### config.mk
export PLATFORM = sky130hd
export DESIGN_NAME = wdct_front
export DESIGN_NICKNAME = d
export VERILOG_FILES = /design/src/wdct_pkg.sv /design/src/wdct_fifo.sv /design/src/wdct_front.sv
export SDC_FILE = /design/constraint.sdc
export NUM_CORES = 1
export LEC_CHECK = 0
export BUFFER_PORTS_ARGS = -buffer_cell sky130_fd_sc_hd__clkbuf_2
export CAP_MARGIN = 20
export CORE_MARGIN = 1
export CORE_UTILIZATION = 25
export DETAILED_ROUTE_END_ITERATION = 7
export GPL_TIMING_DRIVEN = 0
export HOLD_SLACK_MARGIN = 0.12
export PLACE_DENSITY = 0.52
export SETUP_SLACK_MARGIN = 0.1
export SLEW_MARGIN = 15
export SYNTH_ARGS = -nofsm -noshare
export SYNTH_HDL_FRONTEND = slang
export SYNTH_SLANG_ARGS = --single-unit
### constraint.sdc
create_clock -name clock -period 5.8 [get_ports clock]
set_clock_uncertainty 0.05 [all_clocks]
set_input_delay 0.58 -clock clock [delete_from_list [all_inputs] [get_ports clock]]
set_output_delay 0.58 -clock clock [all_outputs]
set_load 0.02 [all_outputs]
### src/wdct_pkg.sv
// ----------------------------------------------------------------------------
// wdct_pkg: shared types and constants
// Beat payloads, the front-to-back command, configuration view, opcodes,
// register indexes and the back end state encoding.
// ----------------------------------------------------------------------------
package wdct_pkg;

   localparam int DOC_ID_W    = 12;
   localparam int WEIGHT_W    = 32;
   localparam int COUNT_W     = 32;
   localparam int TOTAL_W     = 64;
   localparam int NUM_DOCS_W  = 13;
   localparam int CSR_IDX_W   = 2;
   localparam int CSR_DATA_W  = 32;

   localparam logic [CSR_IDX_W-1:0] CSR_THRESHOLD = 2'd0;
   localparam logic [CSR_IDX_W-1:0] CSR_NUM_DOCS  = 2'd1;
   localparam logic [CSR_IDX_W-1:0] CSR_MODE      = 2'd2;

   localparam logic [CSR_DATA_W-1:0] THRESHOLD_RST = 32'd1;
   localparam logic [NUM_DOCS_W-1:0] NUM_DOCS_RST  = 13'd4096;
   localparam logic                  MODE_RST      = 1'b0;

   typedef enum logic [1:0] {
      OP_ROW   = 2'd0,
      OP_DOC   = 2'd1,
      OP_QUERY = 2'd2,
      OP_CLEAR = 2'd3
   } wdct_op_type;

   typedef enum logic [1:0] {
      BK_CLEAR,
      BK_IDLE,
      BK_EXEC
   } wdct_state_type;

   typedef struct packed {
      logic [1:0]          opcode;
      logic [DOC_ID_W-1:0] doc_id;
      logic [WEIGHT_W-1:0] weight;
   } wdct_req_type;

   typedef struct packed {
      logic [DOC_ID_W-1:0] doc_index;
      logic                selected;
      logic [TOTAL_W-1:0]  score;
   } wdct_rsp_type;

   typedef struct packed {
      wdct_op_type         op;
      logic [DOC_ID_W-1:0] doc_id;
      logic                in_use;
      logic [WEIGHT_W-1:0] weight;
   } wdct_cmd_type;

   typedef struct packed {
      logic [CSR_DATA_W-1:0] threshold;   // already forced to at least one
      logic [NUM_DOCS_W-1:0] num_docs;
      logic                  mode;
   } wdct_cfg_type;

endpackage

### src/wdct_fifo.sv
// ----------------------------------------------------------------------------
// wdct_fifo: small register queue
// Circular buffer with occupancy count; head is shown while not empty.
// ----------------------------------------------------------------------------
module wdct_fifo #(
   parameter type T     = logic,
   parameter int  DEPTH = 2
) (
   input  logic clock,
   input  logic reset,
   input  logic push,
   input  T     din,
   output logic full,
   input  logic pop,
   output T     dout,
   output logic empty
);

   localparam int AW = (DEPTH > 1) ? $clog2(DEPTH) : 1;
   localparam int CW = $clog2(DEPTH + 1);

   T                storage_ff [DEPTH];
   logic [AW-1:0]   wr_ptr_ff, wr_ptr_in;
   logic [AW-1:0]   rd_ptr_ff, rd_ptr_in;
   logic [CW-1:0]   count_ff, count_in;
   logic            do_push, do_pop;

   assign full    = (count_ff == CW'(DEPTH));
   assign empty   = (count_ff == '0);
   assign dout    = storage_ff[rd_ptr_ff];
   assign do_push = push && !full;
   assign do_pop  = pop && !empty;

   always_comb begin
      wr_ptr_in = wr_ptr_ff;
      rd_ptr_in = rd_ptr_ff;
      count_in  = count_ff;
      if (do_push) begin
         wr_ptr_in = (wr_ptr_ff == AW'(DEPTH - 1)) ? '0 : wr_ptr_ff + 1'b1;
      end
      if (do_pop) begin
         rd_ptr_in = (rd_ptr_ff == AW'(DEPTH - 1)) ? '0 : rd_ptr_ff + 1'b1;
      end
      if (do_push && !do_pop) begin
         count_in = count_ff + 1'b1;
      end else if (do_pop && !do_push) begin
         count_in = count_ff - 1'b1;
      end
   end

   always_ff @(posedge clock) begin
      if (reset) begin
         wr_ptr_ff <= '0;
         rd_ptr_ff <= '0;
         count_ff  <= '0;
      end else begin
         wr_ptr_ff <= wr_ptr_in;
         rd_ptr_ff <= rd_ptr_in;
         count_ff  <= count_in;
      end
   end

   always_ff @(posedge clock) begin
      if (do_push) begin
         storage_ff[wr_ptr_ff] <= din;
      end
   end

endmodule

### src/wdct_front.sv
// ----------------------------------------------------------------------------
// wdct_front: input side
// Takes request beats, decodes the opcode, checks the document range and
// queues one command per beat for the back end.
// ----------------------------------------------------------------------------
module wdct_front #(
   parameter int MAX_DOCS = 4096
) (
   input  logic                  clock,
   input  logic                  reset,
   input  logic                  push,
   input  wdct_pkg::wdct_req_type req_data,
   output logic                  full,
   input  wdct_pkg::wdct_cfg_type cfg,
   input  logic                  init_busy,
   output wdct_pkg::wdct_cmd_type cmd,
   output logic                  cmd_valid,
   input  logic                  cmd_pop
);

   wdct_pkg::wdct_cmd_type cmd_new;
   logic                   q_full;
   logic                   q_empty;

   // an id is live only below both the programmed count and the array depth
   always_comb begin
      cmd_new.op     = wdct_pkg::wdct_op_type'(req_data.opcode);
      cmd_new.doc_id = req_data.doc_id;
      cmd_new.weight = req_data.weight;
      cmd_new.in_use = ({1'b0, req_data.doc_id} < cfg.num_docs) &&
                       (32'(req_data.doc_id) < 32'(MAX_DOCS));
   end

   assign full      = q_full || init_busy;
   assign cmd_valid = !q_empty;

   wdct_fifo #(
      .T     (wdct_pkg::wdct_cmd_type),
      .DEPTH (2)
   ) u_cmd_q (
      .clock (clock),
      .reset (reset),
      .push  (push && !full),
      .din   (cmd_new),
      .full  (q_full),
      .pop   (cmd_pop),
      .dout  (cmd),
      .empty (q_empty)
   );

endmodule

==> results.ini <==
[synth]
yosysSeqAreaShare=0.749
yosys.area.top_type_share=0.723
yosys_warnings=0
synth_cell_types=28
ys_top_cells_by_area=edfxtp_1 72%, mux2_2 14%, ha_1 3.8%
synth_nets=319
syn-cell-area_um2=3900
avgSynthCellArea_um2=18.6
syn_inst=210
ys_ff_latch=99
yosys.area.top_type=edfxtp_1

[finish]
drive_above_1_share=0.550
final_cell_count_no_fill=530
diodes=0
area_growth_pct=28.3
final_util=0.330
nets=447

[timing]
max_clock_freq_mhz=425
tightest_slew_ns=0.715
finalSetupViolCount=0
rsz0062_at_grt=no
period_share=0.406
hold_viol=0
finalCriticalPeriod_ns=2.35
slew_headroom=0.523
slew_violations=0

[power_and_ir_drop]
ir_drop_v=0.000133
leakagePower_nw=1.96
power_mw=1.97
power.density_nw_per_um2=394

[detailed_routing]
final_antenna_net_count=0
drc_errors=0
wl_per_cell_um=13.8
drt_iter0_drc=83
dr.pass1.iters=3
vias=2201
avgViaCountPerCell=4.15
wl_um=7330

[floorplan]
design.die.area_um2=16100
dieHeight_um=127
placement_rows=45
die_w_um=127
core_region_area_um2=15200
start_util=0.257
ioPinCount=146

[placed_design]
gp_congestion=0.749
port_buffers=112
dpl.cell_count=515
dp.final_hpwl_um=5270

[critical_path]
startpoint_type=flop
criticalPathCategory=flop to output pin
worstPathMaxFanout=10
critPathCaptureType=output pin
cp.required_ns=5.17
critPathArrivalTime_ns=1.72

[clock_network]
cts_tree=built
cts-hold-fix-buffers=0
cts_buffers=9
cts-root-buf=clkbuf_16
cts_resized=0
clockBufferDepth=2
cts_setup_buffers=0
cts_max_level=3
cts_sinks=99
clkLatencyLatePin_ns=0.33
clk_pin_slew_ns=0.07

[global_routing]
grt_max_degree=48
grt_pass1_vias=2299
overflow=0
grt_pass1_wl_um=11600
grt_antenna_before_repair=1
grtUsageTotal=0.0976

[hold_path]
hp-class=input pin to flop

[status]
status=finished, final reports clean

[job]
cap_violations=0

## registers in the layout (all words and copies together), names as in the netlist, named ones only
| register | count |
|---|---|
| u_cmd_q.wr_ptr_ff | 1 |
| u_cmd_q.rd_ptr_ff | 1 |
| u_cmd_q.count_ff | 2 |
| u_cmd_q.storage_ff | 94 |
## worst paths after layout
path	slack, ns	cells after the start	end	from
hold / removal	0.38	1	u_cmd_q.storage_ff[1][31]	req_data[31]
hold reg to reg	0.46	2	flop	u_cmd_q.rd_ptr_ff
setup reg to reg	3.63	7	u_cmd_q.storage_ff[0][24]	u_cmd_q.count_ff[0]
setup / recovery	3.45	4	cmd[32]	flop
## cell type report
| type | count | area [um^2] |
|---|---|---|
| Multi-Input combinational cell | 92 | 902 |
| Clock buffer | 9 | 225 |
| Buffer | 5 | 32.5 |
| Sequential cell | 99 | 2920 |
| Fill cell | 1540 | 10200 |
| Tap cell | 188 | 235 |
| Clock inverter | 6 | 33.8 |
| Inverter | 14 | 52.6 |
| Timing Repair Buffer | 117 | 606 |
## report_power, final
group	switching [mW]	total [mW]	internal, mW
sequential	0.0222	0.878	0.856
combinational	0.328	0.565	0.237
clock	0.247	0.531	0.284
total	0.597	1.97	1.38
## layer usage
metal | share of wire | global-route usage | up-vias
li1 | - | - | 1056
met1 | 0.44 | 0.113 | 1057
met2 | 0.48 | 0.159 | 75
met3 | 0.062 | 0.0342 | 11
met4 | 0.017 | 0.0525 | 2
met5 | 0.0015 | 0 | -
## cell usage after synthesis (all sizes together)
master and n:
o21ai 1, and2 1, xor2 3, ha 12, o2111ai 1, or3 1
nor3 2, nand2b 1, a21o 2, a211oi 3, dfxtp 5, nor2b 1
edfxtp 94, nand3 1, nand4 1, o21a 1, mux2 47, a21oi 5
o221ai 1, xnor2 1, nand2 1, or2 1, inv 14, buf 5
nor2 5
## worst max-delay path: stages, from the launching register on
cell and delay [ns]:
dfxtp_1 0.32, buf_2 0.28, buf_4 0.26, mux2_2 0.36
clkbuf_2 0.16
## logic make-up (layout without fill, tap and decap cells)
family	count (synthesis)	after routing	share of synthesized area
compound gates	14	14	0.0269
buf+inv	19	151	0.0218
flops	99	99	0.749
fa+ha+maj	12	12	0.0385
simple gates	15	15	0.0196
mux	47	47	0.136
xor+xnor	4	4	0.00898
## placed cells by master, fill, tap and decap left out, types with 2 or more instances in the layout
| cell type | n |
|---|---|
| buf_2 | 2 |
| mux2_2 | 47 |
| a21oi_1 | 5 |
| buf_4 | 6 |
| ha_1 | 12 |
| clkbuf_16 | 9 |
| clkinv_2 | 3 |
| buf_6 | 2 |
| edfxtp_1 | 94 |
| clkbuf_2 | 112 |
| inv_1 | 13 |
| xor2_1 | 3 |
| a211oi_1 | 2 |
| a21o_1 | 2 |
| clkinvlp_4 | 2 |
| dfxtp_1 | 5 |
| nor2_1 | 5 |
## per-stage QoR
| step | worst slack, ns | TNS (ns) | hold slack, ns | instance area (um^2) |
|---|---|---|---|---|
| floorplan | 1.20 | 0 | 0.422 | 3900 |
| CTS | 3.38 | 0 | 0.360 | 5010 |
| detailed placement | 3.37 | 0 | 0.439 | 4750 |
| global route | 3.33 | 0 | 0.363 | 5010 |
| global placement | -1.19 | -55.66 | 0.437 | 4700 |
| finish | 3.45 | 0 | 0.382 | 5010 |
Power figures use the tool's default switching activity.
